==> src/nzmd_pkg.sv <==
// ----------------------------------------------------------------------------
// nzmd_pkg
// Shared types, widths and codes for the nearest zone match and debounce core.
// ----------------------------------------------------------------------------
package nzmd_pkg;

    // Table size and coordinate width
    localparam int MAX_ZONES  = 32;
    localparam int COORD_BITS = 24;

    // Zone index and zone counter widths
    localparam int ZI_W  = (MAX_ZONES > 1) ? $clog2(MAX_ZONES) : 1;
    localparam int CNT_W = $clog2(MAX_ZONES + 1);

    // Field widths fixed by the interface
    localparam int SLOT_W = 5;
    localparam int DIST_W = 25;
    localparam int HIT_W  = 16;
    localparam int ZC_W   = 6;

    // Distance arithmetic: |d| at or above 2^FAR_BITS clamps s to 2^(2*FAR_BITS+1)
    localparam int FAR_BITS = 25;
    localparam int ABS_W    = COORD_BITS + 1;
    localparam int SQ_W     = 2 * FAR_BITS;
    localparam int S_W      = 2 * FAR_BITS + 2;
    localparam int ROOT_W   = S_W / 2;
    localparam logic [63:0]      FAR_LIMIT = 64'd1 << FAR_BITS;
    localparam logic [S_W-1:0]   S_CLAMP   = {1'b1, {(S_W-1){1'b0}}};
    localparam logic [DIST_W-1:0] DIST_MAX = '1;

    // Configuration port
    localparam int CFG_IDX_W  = 3;
    localparam int CFG_DATA_W = 25;

    localparam logic [CFG_IDX_W-1:0] REG_ACCEPT_RADIUS   = 3'd0;
    localparam logic [CFG_IDX_W-1:0] REG_REQUIRED_HITS   = 3'd1;
    localparam logic [CFG_IDX_W-1:0] REG_POSE_OUT_ENABLE = 3'd2;
    localparam logic [CFG_IDX_W-1:0] REG_EMIT_ONLY_ONCE  = 3'd3;
    localparam logic [CFG_IDX_W-1:0] REG_ZONE_COUNT      = 3'd4;

    // Request types
    localparam logic REQ_LOAD = 1'b0;
    localparam logic REQ_POSE = 1'b1;

    typedef struct packed {
        logic                          req_type;
        logic [SLOT_W-1:0]             zone_slot;
        logic signed [COORD_BITS-1:0]  coord_x;
        logic signed [COORD_BITS-1:0]  coord_y;
    } nzmd_in_t;

    typedef struct packed {
        logic              match_ok;
        logic              zone_found;
        logic [SLOT_W-1:0] best_zone;
        logic [DIST_W-1:0] best_distance;
        logic              emit_initial_pose;
    } nzmd_out_t;

    typedef struct packed {
        logic [DIST_W-1:0] accept_radius;
        logic [HIT_W-1:0]  required_hits;
        logic              pose_out_enable;
        logic              emit_only_once;
        logic [ZC_W-1:0]   zone_count;
    } nzmd_cfg_t;

    // Controller to datapath commands
    typedef struct packed {
        logic            accept_load;
        logic            accept_pose;
        logic            rd_en;
        logic [ZI_W-1:0] rd_addr;
        logic            rd_last;
        logic            hit_update;
        logic            sqrt_start;
        logic            out_load;
        logic            none;
    } nzmd_cmd_t;

    // Datapath to controller status
    typedef struct packed {
        logic scan_done;
        logic sqrt_done;
    } nzmd_sts_t;

endpackage

==> src/nzmd_cfg_regs.sv <==
// ----------------------------------------------------------------------------
// nzmd_cfg_regs
// Configuration register file, written through a plain write port.
// ----------------------------------------------------------------------------
module nzmd_cfg_regs
    import nzmd_pkg::*;
(
    input  logic                  clk,
    input  logic                  rst_n,
    input  logic                  cfg_wr_en,
    input  logic [CFG_IDX_W-1:0]  cfg_index,
    input  logic [CFG_DATA_W-1:0] cfg_wdata,
    output nzmd_cfg_t             cfg
);

    nzmd_cfg_t cfg_reg;
    nzmd_cfg_t cfg_next;

    // Register decode; unknown indexes are dropped
    always_comb
    begin
        cfg_next = cfg_reg;
        if (cfg_wr_en)
        begin
            case (cfg_index)
                REG_ACCEPT_RADIUS:   cfg_next.accept_radius   = cfg_wdata[DIST_W-1:0];
                REG_REQUIRED_HITS:   cfg_next.required_hits   = cfg_wdata[HIT_W-1:0];
                REG_POSE_OUT_ENABLE: cfg_next.pose_out_enable = cfg_wdata[0];
                REG_EMIT_ONLY_ONCE:  cfg_next.emit_only_once  = cfg_wdata[0];
                REG_ZONE_COUNT:      cfg_next.zone_count      = cfg_wdata[ZC_W-1:0];
                default:             cfg_next = cfg_reg;
            endcase
        end
    end

    always_ff @(posedge clk or negedge rst_n)
    begin
        if (!rst_n)
        begin
            cfg_reg.accept_radius   <= DIST_W'(512);
            cfg_reg.required_hits   <= HIT_W'(10);
            cfg_reg.pose_out_enable <= 1'b1;
            cfg_reg.emit_only_once  <= 1'b1;
            cfg_reg.zone_count      <= '0;
        end
        else
        begin
            cfg_reg <= cfg_next;
        end
    end

    assign cfg = cfg_reg;

endmodule

==> config.mk <==
export PLATFORM = sky130hd
export DESIGN_NAME = nzmd_cfg_regs
export DESIGN_NICKNAME = d
export VERILOG_FILES = /design/src/nzmd_pkg.sv /design/src/nzmd_cfg_regs.sv
export SDC_FILE = /design/constraint.sdc
export NUM_CORES = 1
export LEC_CHECK = 0
export BUFFER_PORTS_ARGS = -buffer_cell sky130_fd_sc_hd__clkbuf_2
export CAP_MARGIN = 25
export CORE_MARGIN = 5
export CORE_UTILIZATION = 50
export CTS_CLUSTER_DIAMETER = 60
export DETAILED_ROUTE_END_ITERATION = 7
export HOLD_SLACK_MARGIN = 0.03
export PLACE_DENSITY_LB_ADDON = 0.05
export SYNTH_ARGS = -nofsm -noshare
export SYNTH_HDL_FRONTEND = slang
export SYNTH_SLANG_ARGS = --single-unit
==> constraint.sdc <==
create_clock -name clk -period 1.5 [get_ports clk]
set_input_delay 0.3 -clock clk [delete_from_list [all_inputs] [get_ports clk]]
set_output_delay 0.3 -clock clk [all_outputs]
set_load 0.1 [all_outputs]
After elaboration in Yosys (flattened, before gate mapping). Cells that the tools add are included.

Register bits: 49. Bits in latches: 0. RAM bits: 0. Memory bits (read-only): 0. Input bits: 31. Logic and storage cells: 15. Memories kept: 0.

$add $sub $neg: 0. $mul: 0. Div/mod/pow operators: 0. Order comparisons: 0. Equality and inequality tests: 4. Shift-type cells: 0. Multiplexer cells: 0. Bitwise logic cells: 0. Reduce and logical (&&, ||, !) cells: 6.

Operators by type and width (number): AND reduction 2 bit (5); equality test 3 x 2 -> 1 bit, second input constant (2); equality test 3 x 1 -> 1 bit, second input constant (1); equality test 3 bit, second input constant (1); zero test 3 bit (1).

Longest topological paths before layout.
Depth in word-level cells: 2. Mapped depth: 4. Depth with buffers taken out: 2.

Worst setup path after synthesis. No wires, ideal clock.

Kind: in2reg. Start point: in cfg_index[0]. End point: reg cfg_reg, in the netlist cfg[24]. Setup time: 0.125 ns. Arrival: 1.275 ns. Path slack: 0.099 ns. Cell stages on the path: 3. Cells stage by stage: nor4b_4 -> buf_6 -> mux2_2.

Longest elaborated chain between the ends: 2.

Ends and longest elaborated chain: start: declaration (line nzmd_cfg_regs.sv:11) `input logic [CFG_IDX_W-1:0] cfg_index,`; zero test 3 bit (line nzmd_cfg_regs.sv:25) `case (cfg_index)`; AND reduction 2 bit (no line); end signal: assignment (line nzmd_cfg_regs.sv:48) `cfg_reg <= cfg_next;`; end: declaration (line nzmd_cfg_regs.sv:16) `nzmd_cfg_t cfg_reg;`.

Every way passes these cells. A chain may end at the register's enable or synchronous reset.

Worst setup path after layout.
Start point: reg cfg_reg, in the netlist cfg[37]. End point: out cfg[37] (netlist name).

RTL lines: end: declaration (line nzmd_cfg_regs.sv:13) `output nzmd_cfg_t cfg`.

No word-level cell between the ends.

==> results.cfg <==
[sta]
finalHoldViolCount = 0
grt_setup_unrepaired = no
setup_viol_count_final = 0
fin_setup_tns_ps = 0
drv_slew = 0
finalCritPeriodShare_pct = 93.8
finalWorstSetupSlack_ps = 92.4
max_freq_mhz = 710
finalCriticalPeriod_ps = 1410
finalHoldWorstSlack_ps = 239
max-slew-margin-rel_pct = 63.6
clock_skew_ps = 0
max_slew.worst_pin.slew_ps = 548

[clock_tree]
cts_sinks = 49
clk_latency_ps = 280
cts_resized = 0
numCtsBuffers = 5
clk_path_buf_depth = 2
clk_pin_slew_worst_paths_ps = 80
cts_tree = done
cts_root_buf = clkbuf_8
h-tree-depth = 2

[drt]
drc = 0
post_drt_wl_per_cell_um = 15.6
vias = 1202
dr.pass1.iters = 2
dr.first_iter.drc_count = 31
postRouteAntennaNets = 0
wirelength_mm = 3.79
vias_per_cell = 4.95

[critical_path]
cp-startpoint = cfg[37]$_DFFE_PN0P_
critical_path_arrival_ps = 1110
path_buf_inv = 1
worstReg2RegStart = cfg[9]$_DFFE_PN1P_
path_class = register to output pin
cp_cell_sequence = clkbuf_2
max_stage_delay_ps = 460
slowest_stage = clkbuf_2
worstPathMaxFanout = 2
required_ps = 1200
endpoint_kind = output pin
crit_family = buffers and inverters
cp-start-kind = register

[cells_and_area]
layout.nets = 225
area_growth_pct = 35.3
fill_cells = 265
drive_gt1_share_pct = 74.4
largest_reg_flops = 49
antenna_cells = 0

[yosys]
yosysTopAreaCell = dfrtp_1
synth_edf_count = 0
avgSynthCellArea_um2 = 17.6
synth-main-ff-cell = dfrtp_1
ys_ff_latch = 49
async_reset_ff_share_pct = 100
netlist_area_mm2 = 0.00190
yosys-top-cells-count = mux2_2 (48), dfrtp_1 (44), dfstp_2 (5), buf_6 (4), and4bb_2 (3)
ys_seq_area_share_pct = 64.7
ys_types = 9
yosysWarnings = 0
syn_nets = 139
synth_most_common_cell = mux2_2
synth_cells = 108
synth_area_leaders = dfrtp_1 (58%), mux2_2 (28%), dfstp_2 (6.9%), buf_6 (2.4%), and4bb_2 (2.0%)
yosysTopAreaCellShare_pct = 57.8

[floorplan]
die_w_um = 71.7
die_height_um = 71.7
coreArea_mm2 = 0.00369
dieArea_mm2 = 0.00514
io_pins = 80
start_util_pct = 51.6
rows = 22

[global_route]
grt_overflow = 0
grt_max_degree = 50
grt_pass1_vias = 1348
grt_pass1_wl_mm = 6.32
track_usage_pct = 15.6
antenna_found_initial = 0

[placement]
port_buffers = 79
place_hpwl_mm = 2.89
post-place-ws_ps = -8.32
gp_congestion = 0.825

[pwr]
comb_power_share_pct = 55.0
ir_drop_mv = 1.22
p_clk_share_pct = 12.7
p_leak_nw = 1.23
p_per_area_mw_per_mm2 = 2160
seqPwrFrac_pct = 32.3
net-switching-power_mw = 3.00
swShare_pct = 53.8
p_int_mw = 2.58

[min_path]
hp-start = cfg_wdata[21]
min_path_type = input port to register

[job]
maxCapViolCount = 0

[run_status]
status = complete, no violations
[per-stage QoR]
| step | instances | area [um^2] | utilization (%) | power [mW] |
|---|---|---|---|---|
| 2_1_floorplan | 108 | 1900 | - | 4.25 |
| 3_3_place_gp | 234 | 2490 | 67.4 | 4.87 |
| 5_1_grt | 243 | 2580 | 69.9 | 5.78 |
| 6_report | 243 | 2580 | 69.9 | 5.58 |
| 4_1_cts | 243 | 2580 | 69.9 | 5.64 |
| 3_5_place_dp | 234 | 2490 | 67.4 | 4.92 |
[metal layers]
layer	up-vias	global-route usage (%)	part of all wire [%]	wire [um]
met5	-	0	0	0
met4	0	5.64	1.4	54
met3	6	4.77	7.7	292
met2	49	26.8	51	1920
met1	594	18.4	40	1520
li1	553	-	-	-
[layout make-up]
class,count,area (um^2),share of cell area (%)
Sequential cell,49,1230,47.8
Timing Repair Buffer,84,583,22.6
Tap cell,48,60.1,2.33
Multi-Input combinational cell,54,622,24.1
Clock buffer,8,80.1,3.11
[path summary, 6_finish.rpt]
| check | end | slack, ps | depth (start not counted) |
|---|---|---|---|
| min | cfg[45]$_DFFE_PN0P_ | 240 | 2 |
| max | cfg[37] | 90 | 1 |
| min in group asynchronous | cfg[14]$_DFFE_PN0P_ | 530 | 3 |
| min reg2reg | cfg[45]$_DFFE_PN0P_ | 500 | 1 |
| max in group asynchronous | cfg[11]$_DFFE_PN1P_ | 700 | 3 |
| max reg2reg | cfg[9]$_DFFE_PN1P_ | 720 | 1 |
[timing repair]
| item | 4_1_cts | 5_1_grt |
|---|---|---|
| hold buffers | 1 | 0 |
| hold endpoints to repair | 44 | 0 |
| setup buffers | 0 | 0 |
[placed cells by master, fill, tap and decap left out]
cell type / n
and4bb_2: 3
buf_12: 7
buf_4: 21
clkbuf_1: 3
clkbuf_2: 55
clkbuf_8: 5
dfrtp_1: 44
dfstp_2: 5
dlygate4sd3_1: 1
mux2_1: 1
mux2_2: 48
nand4b_1: 1
nor4b_4: 1
[kinds of logic (layout without fill, tap and decap cells)]
logic type / after synthesis / after routing / synth area share, %
flip-flops: 49 / 49 / 64.7
AND/OR/NAND/NOR: 5 / 5 / 3.68
multiplexers: 49 / 49 / 29.0
buffers and inverters: 5 / 92 / 2.63
[power by group through the flow]
stage / clock (mW) / combinational, mW / sequential [mW]
6_report: 0.710 / 3.07 / 1.80
5_1_grt: 0.797 / 3.15 / 1.84
4_1_cts: 0.740 / 3.09 / 1.81
3_5_place_dp: 0 / 3.09 / 1.83
3_3_place_gp: 0 / 3.06 / 1.81
2_1_floorplan: 0 / 0.289 / 3.96
(Power assumes the default switching activity.)
