File: src/nzmd_pkg.sv
// ----------------------------------------------------------------------------
// nzmd_pkg
// Shared types, widths and codes for the nearest zone match and debounce core.
// ----------------------------------------------------------------------------
package nzmd_pkg;

    // Table size and coordinate width
    localparam int MAX_ZONES  = 32;
    localparam int COORD_BITS = 24;

    // Zone index and zone counter widths
    localparam int ZI_W  = (MAX_ZONES > 1) ? $clog2(MAX_ZONES) : 1;
    localparam int CNT_W = $clog2(MAX_ZONES + 1);

    // Field widths fixed by the interface
    localparam int SLOT_W = 5;
    localparam int DIST_W = 25;
    localparam int HIT_W  = 16;
    localparam int ZC_W   = 6;

    // Distance arithmetic: |d| at or above 2^FAR_BITS clamps s to 2^(2*FAR_BITS+1)
    localparam int FAR_BITS = 25;
    localparam int ABS_W    = COORD_BITS + 1;
    localparam int SQ_W     = 2 * FAR_BITS;
    localparam int S_W      = 2 * FAR_BITS + 2;
    localparam int ROOT_W   = S_W / 2;
    localparam logic [63:0]      FAR_LIMIT = 64'd1 << FAR_BITS;
    localparam logic [S_W-1:0]   S_CLAMP   = {1'b1, {(S_W-1){1'b0}}};
    localparam logic [DIST_W-1:0] DIST_MAX = '1;

    // Configuration port
    localparam int CFG_IDX_W  = 3;
    localparam int CFG_DATA_W = 25;

    localparam logic [CFG_IDX_W-1:0] REG_ACCEPT_RADIUS   = 3'd0;
    localparam logic [CFG_IDX_W-1:0] REG_REQUIRED_HITS   = 3'd1;
    localparam logic [CFG_IDX_W-1:0] REG_POSE_OUT_ENABLE = 3'd2;
    localparam logic [CFG_IDX_W-1:0] REG_EMIT_ONLY_ONCE  = 3'd3;
    localparam logic [CFG_IDX_W-1:0] REG_ZONE_COUNT      = 3'd4;

    // Request types
    localparam logic REQ_LOAD = 1'b0;
    localparam logic REQ_POSE = 1'b1;

    typedef struct packed {
        logic                          req_type;
        logic [SLOT_W-1:0]             zone_slot;
        logic signed [COORD_BITS-1:0]  coord_x;
        logic signed [COORD_BITS-1:0]  coord_y;
    } nzmd_in_t;

    typedef struct packed {
        logic              match_ok;
        logic              zone_found;
        logic [SLOT_W-1:0] best_zone;
        logic [DIST_W-1:0] best_distance;
        logic              emit_initial_pose;
    } nzmd_out_t;

    typedef struct packed {
        logic [DIST_W-1:0] accept_radius;
        logic [HIT_W-1:0]  required_hits;
        logic              pose_out_enable;
        logic              emit_only_once;
        logic [ZC_W-1:0]   zone_count;
    } nzmd_cfg_t;

    // Controller to datapath commands
    typedef struct packed {
        logic            accept_load;
        logic            accept_pose;
        logic            rd_en;
        logic [ZI_W-1:0] rd_addr;
        logic            rd_last;
        logic            hit_update;
        logic            sqrt_start;
        logic            out_load;
        logic            none;
    } nzmd_cmd_t;

    // Datapath to controller status
    typedef struct packed {
        logic scan_done;
        logic sqrt_done;
    } nzmd_sts_t;

endpackage

File: src/nzmd_ctrl.sv
// ----------------------------------------------------------------------------
// nzmd_ctrl
// Sequencer: input transfers, zone scan, debounce update, root, result.
// ----------------------------------------------------------------------------
module nzmd_ctrl
    import nzmd_pkg::*;
(
    input  logic      clk,
    input  logic      rst_n,
    input  nzmd_cfg_t cfg,
    input  logic      in_valid,
    input  logic      in_req_type,
    output logic      in_stall,
    output logic      out_valid,
    input  logic      out_stall,
    input  nzmd_sts_t sts,
    output nzmd_cmd_t cmd
);

    typedef enum logic [5:0] {
        S_IDLE   = 6'b000001,
        S_SCAN   = 6'b000010,
        S_DRAIN  = 6'b000100,
        S_UPDATE = 6'b001000,
        S_SQRT   = 6'b010000,
        S_FINISH = 6'b100000
    } ctrl_state_t;

    ctrl_state_t      state_reg, state_next;
    logic [CNT_W-1:0] cnt_reg, cnt_next;
    logic [CNT_W-1:0] n_reg, n_next;
    logic             none_reg, none_next;
    logic             out_valid_reg, out_valid_next;
    logic [CNT_W-1:0] n_eff;
    logic             accept;
    logic             out_free;

    // Active zone count, clamped to the table size
    assign n_eff = (32'(cfg.zone_count) > MAX_ZONES) ? CNT_W'(MAX_ZONES)
                                                      : CNT_W'(cfg.zone_count);

    assign accept   = in_valid && (state_reg == S_IDLE);
    assign out_free = !out_valid_reg || !out_stall;

    always_comb
    begin
        state_next     = state_reg;
        cnt_next       = cnt_reg;
        n_next         = n_reg;
        none_next      = none_reg;
        out_valid_next = out_valid_reg && out_stall;

        cmd             = '0;
        cmd.accept_load = accept && (in_req_type == REQ_LOAD);
        cmd.accept_pose = accept && (in_req_type == REQ_POSE);
        cmd.rd_addr     = cnt_reg[ZI_W-1:0];
        cmd.rd_last     = (cnt_reg == (n_reg - CNT_W'(1)));
        cmd.none        = none_reg;

        case (state_reg)
            S_IDLE:
            begin
                if (cmd.accept_pose)
                begin
                    n_next    = n_eff;
                    cnt_next  = '0;
                    none_next = (n_eff == '0);
                    state_next = (n_eff == '0) ? S_FINISH : S_SCAN;
                end
            end
            S_SCAN:
            begin
                // one table read per cycle
                cmd.rd_en = 1'b1;
                cnt_next  = cnt_reg + CNT_W'(1);
                if (cmd.rd_last)
                begin
                    state_next = S_DRAIN;
                end
            end
            S_DRAIN:
            begin
                if (sts.scan_done)
                begin
                    state_next = S_UPDATE;
                end
            end
            S_UPDATE:
            begin
                cmd.hit_update = 1'b1;
                cmd.sqrt_start = 1'b1;
                state_next     = S_SQRT;
            end
            S_SQRT:
            begin
                if (sts.sqrt_done)
                begin
                    state_next = S_FINISH;
                end
            end
            S_FINISH:
            begin
                // wait until the result register is free
                if (out_free)
                begin
                    cmd.out_load   = 1'b1;
                    out_valid_next = 1'b1;
                    state_next     = S_IDLE;
                end
            end
            default:
            begin
                state_next = S_IDLE;
            end
        endcase
    end

    always_ff @(posedge clk or negedge rst_n)
    begin
        if (!rst_n)
        begin
            state_reg     <= S_IDLE;
            cnt_reg       <= '0;
            n_reg         <= '0;
            none_reg      <= 1'b0;
            out_valid_reg <= 1'b0;
        end
        else
        begin
            state_reg     <= state_next;
            cnt_reg       <= cnt_next;
            n_reg         <= n_next;
            none_reg      <= none_next;
            out_valid_reg <= out_valid_next;
        end
    end

    assign in_stall  = (state_reg != S_IDLE);
    assign out_valid = out_valid_reg;

endmodule

File: config.mk
export PLATFORM = sky130hd
export DESIGN_NAME = nzmd_ctrl
export DESIGN_NICKNAME = d
export VERILOG_FILES = /design/src/nzmd_pkg.sv /design/src/nzmd_ctrl.sv
export SDC_FILE = /design/constraint.sdc
export NUM_CORES = 1
export LEC_CHECK = 0
export ABC_CLOCK_PERIOD_IN_PS = 2700
export BUFFER_PORTS_ARGS = -buffer_cell sky130_fd_sc_hd__buf_4
export CAP_MARGIN = 10
export CORE_AREA = 10 10 65 67
export CTS_BUF_LIST = sky130_fd_sc_hd__clkbuf_16
export DETAILED_ROUTE_END_ITERATION = 16
export DIE_AREA = 0 0 75 77
export HOLD_SLACK_MARGIN = 0.08
export PLACE_DENSITY = 0.75
export SYNTH_ARGS = -nofsm -noshare
export SYNTH_HDL_FRONTEND = slang
export SYNTH_SLANG_ARGS = --single-unit
File: constraint.sdc
create_clock -name clk -period 2.7 [get_ports clk]
set_input_delay 0.27 -clock clk [delete_from_list [all_inputs] [get_ports clk]]
set_output_delay 0.27 -clock clk [all_outputs]
set_load 0.1 [all_outputs]
# Word-level counts from Yosys, hierarchy flattened
# Cells that the tools add are included.
dict set report word_totals {
  ff_bits 20
  inputBits 56
  output_inout_bits 15
  elab_cells 50
}
dict set report classes {
  n_addsub 2
  order_cmp 1
  n_eq_ne 13
  muxes 16
  bitwise_logic 1
  reduce_logical 12
}
# op count
set op_table {}
lappend op_table {{$mux W6} 8}
lappend op_table {{$pmux W6 S6} 1}
lappend op_table {{$pmux W6 S2} 1}
lappend op_table {{$ne A2 B2 Y1 const B} 5}
lappend op_table {{$add A6 B1 Y6 const B} 1}
lappend op_table {{$eq A6 B1 Y1 const B} 1}
lappend op_table {{$eq A6 B2 Y1 const B} 1}
lappend op_table {{$eq A6 B3 Y1 const B} 1}
lappend op_table {{$eq A6 B4 Y1 const B} 1}
lappend op_table {{$eq A6 B5 Y1 const B} 1}
lappend op_table {{$eq A6 B6 Y1} 1}
lappend op_table {{$eq A6 B6 Y1 const B} 1}
lappend op_table {{$gt A6 B6 Y1 const B} 1}
lappend op_table {{$logic_not A6 Y1} 1}
lappend op_table {{$ne A6 B1 Y1 const B} 1}
lappend op_table {{$sub A6 B1 Y6 const B} 1}
lappend op_table {{$mux W1} 5}
lappend op_table {{$reduce_and A5 Y1} 1}
lappend op_table {{$logic_and A1 B1 Y1} 4}
lappend op_table {{$reduce_and A2 Y1} 2}
lappend op_table {{$logic_not A1 Y1} 2}
lappend op_table {{$mux W2} 1}
lappend op_table {{$reduce_bool A2 Y1} 1}
lappend op_table {{$logic_or A1 B1 Y1} 1}
lappend op_table {{$not A1 Y1} 1}

# Depth between registers and ports, before layout
# Gate-level depths: netlist of the first run.
dict set report logic_depth {
  ltp_word 6
  depth_mapped 7
  depth_no_buf 6
}

# Worst setup path before layout of the first run
# No wires, ideal clock.
dict set report synth_timing {
  path_type {flip-flop to output port}
  from {reg state_reg[2]}
  to {out cmd[12] (netlist bit)}
  t_arrival_ps 3943
  t_required_ps 2430
  setup_slack_ps -1513
  path_stages_with_launch 5
  path_buffers 0
  path_cell_list {dfrtp_1 > or4_4 > nor2_1 > inv_1 > nor3b_1}
}
# item line
set synth_lines {}
lappend synth_lines {{start: declaration} nzmd_ctrl.sv:29} ;# ctrl_state_t state_reg, state_next;
lappend synth_lines {{start signal: assignment} nzmd_ctrl.sv:130} ;# state_reg <= state_next;
lappend synth_lines {{end: declaration} nzmd_ctrl.sv:17} ;# output nzmd_cmd_t cmd

==> results by group, run 1 <==
Outcome
  • Status: finished clean

CTS
  • Cts hold-fix bufs: 1
  • Clock Sinks: 20
  • Longest Clk Path Bufs: 2
  • CTS tree: yes
  • Resized Gates After CTS: 0
  • Clk Latency, worst-skew pair: 0.25 ns
  • Post-CTS Setup Repair Bufs: 0
  • Inserted Clock Buffers: 3
  • H-tree levels: 1
  • Root Buffer: clkbuf_16
  • Clk slew on worst S/H paths: 0.05 ns

GRT
  • GRT Overall Usage: 10.9%
  • Vias in the first global route: 1152
  • Antenna violations before repair: 0
  • Total gr overflow: 0
  • First-pass GRT wire length: a little over 5 mm
  • Largest net degree at the start of global routing: 21

Logic synthesis
  • Count leader, synth: dfrtp_1
  • Synth Instances: 138
  • Share of the synthesized area in the top cell type: 37.5%
  • Synth area leaders: dfrtp_1 (38%), buf_4 (4.7%), nand2_1 (4.1%), nand3b_1 (4.1%), xnor2_1 (4.1%)
  • Sequential fraction of the synthesis area: 39.6%
  • Number of synthesized flops with an enable pin: 0
  • Netlist cell types: 42
  • Post-Syn Nets: 196
  • Cell area after synthesis: 1270 µm²
  • Register bit total from synthesis: 20
  • Synthesized area per cell: 9.18 µm²
  • Async SR Flop Fraction: 100%
  • Yosys Warn Count: 0
  • Synth area leader: dfrtp_1
  • Top FF cell, synth: dfrtp_1
  • Most frequent cells after synthesis: dfrtp_1 (19), nand2_1 (14), inv_1 (10)

Critical path
  • Setup crit end kind: output port
  • Data arrival time of the worst path: around 2.3 ns
  • Critical Path Start Type: flip-flop
  • Required time of the critical path: 2.43 ns
  • Critical-path top delay cell: a2111oi_0
  • Critical Path Fanout Max: 3
  • Critical path class: flip-flop to output port
  • Max incr delay on CP: between 0.5 and 0.6 ns
  • CP Cell Sequence: inv_1 -> ha_1 -> xnor2_1 -> a2111oi_0 -> and3_1 -> buf_4

Die
  • Height of the die: 77 µm
  • Die W: 75 µm
  • Placeable Area: 2980 µm²
  • Area of the die: 5780 µm²
  • Initial Util: 42.6%
  • Num rows: 20
  • IO Pins: just over 70

Pwr
  • Sw Share: 51.6%
  • Internal Pwr Total: between 0.9 and 1 mW
  • Peak VDD IR: roughly 0.00071 V
  • NetSw: 0.995 mW
  • Reg power frac: 27.2%
  • Pwr Density: around 1200 nW/µm²
  • Combinational share of power: 57.0%
  • LEAKAGE: approximately 0.71 nW
  • Tot Pwr: 1.93 mW
  • Clock group share of total power: approximately 16%

Timing
  • Worst slew margin: 59.4%
  • Pin slew with the least headroom to its limit: 0.593 ns
  • RSZ-0062 raised after global routing: false
  • Setup-failing EPs final: 0
  • Minimum clock period: 2.60 ns
  • Final Cycle Share: 96.2%
  • Slew Limit Fails: 0
  • Fin Clk Skew: 0.00333 ns
  • Max Fclk: 385 MHz
  • Setup total negative slack: 0 ns
  • Hold Fails Final Rpt: 0

Layout
  • Fraction of layout cells with a size suffix above 1: 26.5%
  • Final #Nets: approximately 220
  • Syn-to-layout area delta: 23.5%
  • Multi-input logic area: between 600 and 700 µm²
  • N_diodes: 0
  • Seq. cell area: approximately 500 µm²
  • Final Util: between 50% and 60%
  • # fillers: 285
  • Fin area: 1570 µm²

Place
  • Detail Placement HPWL: 2.35 mm
  • Port Buffers: 27
  • DP Area: 1480 µm²
  • Routability cong.: 0.876

Detailed routing
  • Iter 0 DRT Violations: 60
  • DR vias: 1109
  • Vias per std cell: approximately 5.7
  • Routed wire length: 3.03 mm
  • DR DRC count: 0
  • DR WL/cell: 15.5 µm
  • Post-route ant nets: 0
  • Pre-antenna DRT Iters: 4

Hold path
  • Worst min path class: input port to flip-flop

Run
  • Max cap viols: 0
==> logic make-up (layout without fill, tap and decap cells) <==
| group | Yosys count | count (layout) | synth area share (%) |
|---|---|---|---|
| AND/OR/NAND/NOR | 56 | 56 | 27.1 |
| AO/OA/AOI/OAI | 28 | 28 | 13.1 |
| buffers and inverters | 21 | 45 | 10.3 |
| flip-flops | 20 | 20 | 39.6 |
| XOR/XNOR | 9 | 9 | 6.22 |
| adder cells (fa/ha/maj) | 2 | 2 | 1.97 |
| multiplexers | 2 | 2 | 1.68 |
==> power groups by stage <==
stage / registers, mW / logic [mW] / clock network, mW
global placement: 0.517 / 1.07 / 0
floorplan: 0.489 / 0.952 / 0
CTS: 0.522 / 1.11 / 0.316
finish: 0.524 / 1.10 / 0.304
global route: 0.542 / 1.19 / 0.329
detailed placement: 0.526 / 1.10 / 0
==> layout by cell type (no fill, tap or decap), types with 3 or more instances in the layout <==
master	n
buf_4	29
clkbuf_16	3
dfrtp_1	19
inv_1	11
nand2_1	14
nand3b_1	7
nand4_1	3
nor2_1	5
nor4_1	3
o21ai_0	9
o21ai_1	6
or3_1	3
xnor2_1	6
xor2_1	3
==> through the flow <==
| step | worst slack, ns | hold slack (ns) | std cells |
|---|---|---|---|
| after floorplan | -0.181 | -0.0256 | 138 |
| after global placement | 0.460 | 0.162 | 190 |
| after detailed placement | 0.402 | 0.167 | 190 |
| after CTS | 0.110 | 0.262 | 195 |
| after global routing | 0.00825 | 0.272 | 195 |
| final | 0.102 | 0.266 | 195 |
==> critical path: cells and delay by family (launching register included) <==
kind	cells	cell delay, ns
AOI/OAI and AO/OA	1	0.54
xor gates and xnor gates	1	0.13
adders and majority gates	1	0.31
buffers and inverters	2	0.39
DFF	1	0.40
and+or+nand+nor	1	0.30
==> layer usage <==
layer / wire length, µm / GRT usage [%] / vias up / part of all wire [%]
li1: - / - / 538 / -
met4: 53 / 5.49 / 0 / 1.7
met1: 1310 / 11.9 / 541 / 43
met5: 0 / 0 / - / 0
met3: 173 / 3.22 / 5 / 5.7
met2: 1490 / 18.4 / 25 / 49
==> final cells by class <==
class | count | area share (%)
Multi-Input combinational cell | 97 | 42.3
Sequential cell | 20 | 32.1
Timing Repair Buffer | 30 | 14.5
Clock buffer | 3 | 4.80
Inverter | 11 | 3.44
Tap cell | 33 | 2.64
Clock inverter | 1 | 0.240
==> worst paths after layout <==
path,startpoint,to,slack [ns],cells after the start
worst max-delay path,n_reg[0],cmd[4],0.10,6
worst min-delay path,cfg[3],n_reg[3],0.27,3
worst max register to register,state_reg[2],cnt_reg[5],0.53,6
worst min register to register,cnt_reg[5],cnt_reg[5],0.51,1
max in group asynchronous,rst_n,state_reg[0],2.00,2
min in group asynchronous,rst_n,cnt_reg[2],0.43,2
Power figures use the tool's default switching activity.
==> run 2, diff against run 1 <==
==> constraint.sdc (replaced) <==
create_clock -name clk -period 2.7 [get_ports clk]
set_input_delay 0.54 -clock clk [delete_from_list [all_inputs] [get_ports clk]]
set_output_delay 0.54 -clock clk [all_outputs]
set_load 0.1 [all_outputs]
==> results by group, run 2 (same netlist as run 1, synthesis figures left out) <==
Detailed routing
  • Vias per std cell: 5.76
  • Post-route ant nets: 0
  • Iter 0 DRT Violations: 32
  • DR vias: 1134
  • Routed wire length: 3.13 mm
  • DR WL/cell: 15.9 µm
  • Pre-antenna DRT Iters: 4
  • DR DRC count: 0

Place
  • Routability cong.: between 0.8 and 0.9
  • Port Buffers: 27
  • Detail Placement HPWL: ~2.5 mm

CTS
  • Root Buffer: clkbuf_16
  • Longest Clk Path Bufs: 2
  • Clk slew on worst S/H paths: 0.06 ns
  • Post-CTS Setup Repair Bufs: 0
  • Cts hold-fix bufs: 0
  • Clk Latency, worst-skew pair: 0.25 ns
  • H-tree levels: 1
  • CTS tree: yes
  • Clock Sinks: 20
  • Inserted Clock Buffers: 3

Critical path
  • Critical Path Start Type: flip-flop
  • CP Cell Sequence: or4_1 -> or3_1 -> a21oi_4 -> buf_4
  • Setup crit end kind: output port
  • Critical path origin: state_reg[3]
  • Worst Setup EP: cmd[1]
  • RR Endpoint: state_reg[2]
  • FF-to-FF setup slack: 0.59 ns
  • Reg2reg path depth: 6
  • Max incr delay on CP: around 0.60 ns
  • Critical-path top delay cell: or4_1
  • Required time of the critical path: 2.16 ns
  • RR Startpoint: state_reg[4]
  • Data arrival time of the worst path: 2.11 ns
  • Critical path class: flip-flop to output port
  • Critical Path Fanout Max: 6

GRT
  • Vias in the first global route: 1157
  • First-pass GRT wire length: 5.14 mm
  • Antenna violations before repair: 0
  • Largest net degree at the start of global routing: 21
  • GRT Overall Usage: 11.1%
  • Met3 Track Usage GR: 3.22%
  • Gr busiest metal: met2
  • Met1 usage: between 10% and 20%
  • Grt met2 use: a little under a fifth
  • Total gr overflow: 0

Pwr
  • Pwr Density: 1240 nW/µm²
  • Peak VDD IR: between 0.0006 and 0.0007 V
  • LEAKAGE: 0.720 nW

Hold path
  • Worst min path class: input port to async pin

Timing
  • Fin Clk Skew: 0.00467 ns
  • Final Cycle Share: 98.0%
  • Slew Limit Fails: 0
  • Max Fclk: approximately 380 MHz
  • Pin slew with the least headroom to its limit: 0.537 ns
  • Hold Fails Final Rpt: 0
  • Worst hold slack: 0.152 ns
  • Minimum clock period: 2.65 ns
  • Setup-failing EPs final: 0
  • Worst slew margin: 63.8%
  • RSZ-0062 raised after global routing: false

Die
  • Die W: about 75 µm
  • Num rows: 20
  • Initial Util: 42.6%
  • IO Pins: 71
  • Area of the die: 5780 µm²
  • Placeable Area: around 3000 µm²
  • Height of the die: 77 µm

Layout
  • Syn-to-layout area delta: 27.2%
  • Multi-input logic area: around 690 µm²
  • Final #Nets: roughly 220
  • Seq. cell area: 502 µm²
  • Commonest non-fill, non-tap cell in the layout: buf_4
  • Fraction of layout cells with a size suffix above 1: 30.5%
  • Final Util: 54.2%
  • N_diodes: 0
  • Most frequent cells in the layout: buf_4 (30), dfrtp_1 (19), nand2_1 (14), inv_1 (10), o21ai_0 (9)
  • # fillers: between 200 and 300

Run
  • Max cap viols: 0

Outcome
  • Status: finished clean
run 2: layer usage:
layer / vias up / share of wire [%]
li1: 541 / -
met1: 548 / 41
met3: 7 / 7.9
met2: 38 / 49
met4: 0 / 2.0
met5: - / 0
run 2: worst min-delay path by stage:
stage          slack [ns]    endpoint  cells after the start
2_1_floorplan        0.24  cnt_reg[0]                      0
3_3_place_gp         0.43   out_valid                      1
3_5_place_dp         0.43   out_valid                      1
4_1_cts              0.16   out_valid                      1
5_1_grt              0.17   out_valid                      1
6_report             0.15   out_valid                      1
run 2: area by class of cell:
| cell class | count | share of cell area, % |
|---|---|---|
| Multi-Input combinational cell | 97 | 42.5 |
| Inverter | 11 | 3.57 |
| Tap cell | 33 | 2.56 |
| Sequential cell | 20 | 31.1 |
| Clock inverter | 1 | 0.233 |
| Timing Repair Buffer | 32 | 15.4 |
| Clock buffer | 3 | 4.65 |
run 2: worst max-delay path, delay by kind of cell, from the launching register on:
family	cells	cell delay, ns
and+or+nand+nor	2	0.99
DFF	1	0.44
buffers and inverters	1	0.30
AOI/OAI and AO/OA	1	0.13
run 2: repair_timing:
item / in CTS / in global routing
cloned: 0 / 0
setup endpoints to repair: 2 / 1
gates resized for setup: 4 / 1
pin swaps: 0 / 0
endpoints found under the hold margin: 0 / 0
run 2: power breakdown:
| group | internal, mW | switching, mW | total, mW |
|---|---|---|---|
| Combinational | 0.370 | 0.800 | 1.17 |
| Clock | 0.197 | 0.110 | 0.307 |
| Sequential | 0.395 | 0.125 | 0.520 |
| Total | 0.962 | 1.03 | 2.00 |
run 2: through the flow:
step | setup TNS (ns) | power [mW] | std cells | worst slack (ns) | cell area [µm²]
after floorplan | -0.445 | 1.46 | 138 | -0.418 | 1330
after global placement | 0 | 1.61 | 193 | 0.212 | 1520
after detailed placement | 0 | 1.65 | 193 | 0.110 | 1520
after CTS | 0 | 2.00 | 197 | 0.0241 | 1610
after global routing | 0 | 2.12 | 197 | 0.00228 | 1610
final | 0 | 2.00 | 197 | 0.0548 | 1610
==> run 3, diff against run 2 <==
--- a/config.mk
+++ b/config.mk
@@ -13,7 +13,7 @@
 export DETAILED_ROUTE_END_ITERATION = 16
 export DIE_AREA = 0 0 75 77
 export HOLD_SLACK_MARGIN = 0.08
-export PLACE_DENSITY = 0.75
+export PLACE_DENSITY = 0.8
 export SYNTH_ARGS = -nofsm -noshare
 export SYNTH_HDL_FRONTEND = slang
 export SYNTH_SLANG_ARGS = --single-unit
==> results by group, run 3 (same netlist as run 1, synthesis figures left out) <==
Outcome
  • Status: finished clean

Detailed routing
  • Pre-antenna DRT Iters: 4
  • Routed wire length: between 3 and 4 mm
  • DR vias: 1141
  • DR DRC count: 0
  • Iter 0 DRT Violations: 60
  • DR WL/cell: 16.1 µm
  • Vias per std cell: 5.79
  • Post-route ant nets: 0

Pwr
  • Sw Share: 51.8%
  • Pwr Density: 1240 nW/µm²
  • Combinational share of power: 58.9%
  • Tot Pwr: 2.00 mW
  • Internal Pwr Total: 0.965 mW
  • Peak VDD IR: 0.000788 V
  • Reg power frac: 25.9%
  • Clock group share of total power: 15.3%
  • LEAKAGE: 0.721 nW
  • NetSw: 1.04 mW

Layout
  • N_diodes: 0
  • # fillers: 280
  • Final #Nets: 223
  • Final Util: 54.3%
  • Syn-to-layout area delta: 27.5%
  • Most frequent cells in the layout: buf_4 (29), dfrtp_1 (19), nand2_1 (14), inv_1 (10), o21ai_0 (9)
  • Fin area: 1620 µm²
  • Commonest non-fill, non-tap cell in the layout: buf_4
  • Fraction of layout cells with a size suffix above 1: 30.5%
  • Non-filler cells in the finished layout: 197

Timing
  • Slew Limit Fails: 0
  • Fin Clk Skew: ~0.0035 ns
  • Setup-failing EPs final: 0
  • Worst hold slack: 0.156 ns
  • Worst slew margin: 65.0%
  • Worst setup margin: 0.0662 ns
  • Hold Fails Final Rpt: 0
  • Minimum clock period: 2.63 ns
  • Pin slew with the least headroom to its limit: 0.521 ns
  • RSZ-0062 raised after global routing: false
  • Setup total negative slack: 0 ns
  • Final Cycle Share: between 90% and 100%
  • Max Fclk: approximately 380 MHz

GRT
  • Largest net degree at the start of global routing: 21
  • Antenna violations before repair: 0
  • First-pass GRT wire length: between 5 and 6 mm
  • Total gr overflow: 0
  • Vias in the first global route: 1151
  • GRT Overall Usage: 11.1%

Critical path
  • Reg2reg path depth: 6
  • RR Endpoint: state_reg[2]
  • Data arrival time of the worst path: 2.09 ns
  • RR Startpoint: state_reg[4]
  • Critical Path Start Type: flip-flop
  • Critical Path Fanout Max: 6
  • Required time of the critical path: approximately 2.2 ns
  • Setup crit end kind: output port
  • Critical path class: flip-flop to output port
  • FF-to-FF setup slack: 0.52 ns

Place
  • Detail Placement HPWL: 2.48 mm
  • Routability cong.: 0.874
  • Port Buffers: 27
  • DP Area: roughly 1500 µm²
  • Cell count after placement: 193
  • Pre-CTS setup slack: 0.238 ns

CTS
  • Root Buffer: clkbuf_16
  • Longest Clk Path Bufs: 2
  • Inserted Clock Buffers: 3
  • Clk slew on worst S/H paths: 0.05 ns
  • Post-CTS Setup Repair Bufs: 0
  • Cts hold-fix bufs: 0
  • Clock Sinks: 20
  • CTS tree: yes
  • Clk Latency, worst-skew pair: 0.25 ns
  • H-tree levels: 1

Die
  • IO Pins: a little over 70
  • Placeable Area: between 2000 and 3000 µm²
  • Num rows: 20
  • Die W: 75 µm
  • Area of the die: 5780 µm²
  • Height of the die: 77 µm
  • Initial Util: between 40 and 50%

Hold path
  • Worst min path class: input port to async pin

Run
  • Max cap viols: 0
run 3: changes by cell type in the layout (fill, tap and decap cells not counted):
cell,previous run,this run
buf_6,2,3
buf_4,30,29
run 3: critical path, cell delays in order (launching register included):
cell	delay, ns
dfrtp_1	0.43
or4_1	0.59
or3_1	0.39
a21oi_4	0.12
buf_4	0.30
run 3: repair_timing:
item | in CTS | in global routing
pin swaps | 0 | 0
endpoints found under the hold margin | 0 | 0
resized for setup | 2 | 4
cloned | 0 | 0
endpoints found under the setup margin | 2 | 3
run 3: final cells by class:
class | instances | area, µm² | share of cell area (%)
Sequential cell | 20 | 502 | 31.0
Tap cell | 33 | 41.3 | 2.55
Clock buffer | 3 | 75.1 | 4.64
Multi-Input combinational cell | 97 | 686 | 42.4
Timing Repair Buffer | 32 | 251 | 15.6
Clock inverter | 1 | 3.75 | 0.232
Inverter | 11 | 57.6 | 3.56
run 3: metal layers:
| metal | share of wire (%) | wire [µm] | track usage (%) | up-vias |
|---|---|---|---|---|
| li1 | - | - | - | 545 |
| met1 | 42 | 1330 | 12.9 | 547 |
| met2 | 48 | 1530 | 18.2 | 45 |
| met4 | 1.6 | 52 | 4.17 | 0 |
| met3 | 7.9 | 251 | 3.60 | 4 |
| met5 | 0 | 0 | 0 | - |
run 3: how the worst max path moves through the flow:
| stage | startpoint | end | slack, ns | depth (start not counted) |
|---|---|---|---|---|
| 2_1_floorplan | state_reg[5] | cmd[12] | -0.42 | 4 |
| 4_1_cts | n_reg[0] | cmd[4] | 0.01 | 6 |
| 6_report | state_reg[3] | cmd[1] | 0.07 | 4 |
| 3_3_place_gp | n_reg[0] | cmd[4] | 0.22 | 6 |
| 3_5_place_dp | n_reg[0] | cmd[4] | 0.24 | 6 |
| 5_1_grt | state_reg[3] | cmd[1] | 0.008 | 4 |
run 3: power by group through the flow:
stage	Sequential [mW]	Clock, mW	Combinational, mW
2_1_floorplan	0.489	0	0.974
3_3_place_gp	0.512	0	1.10
3_5_place_dp	0.521	0	1.14
4_1_cts	0.516	0.311	1.15
5_1_grt	0.533	0.325	1.26
6_report	0.518	0.306	1.18
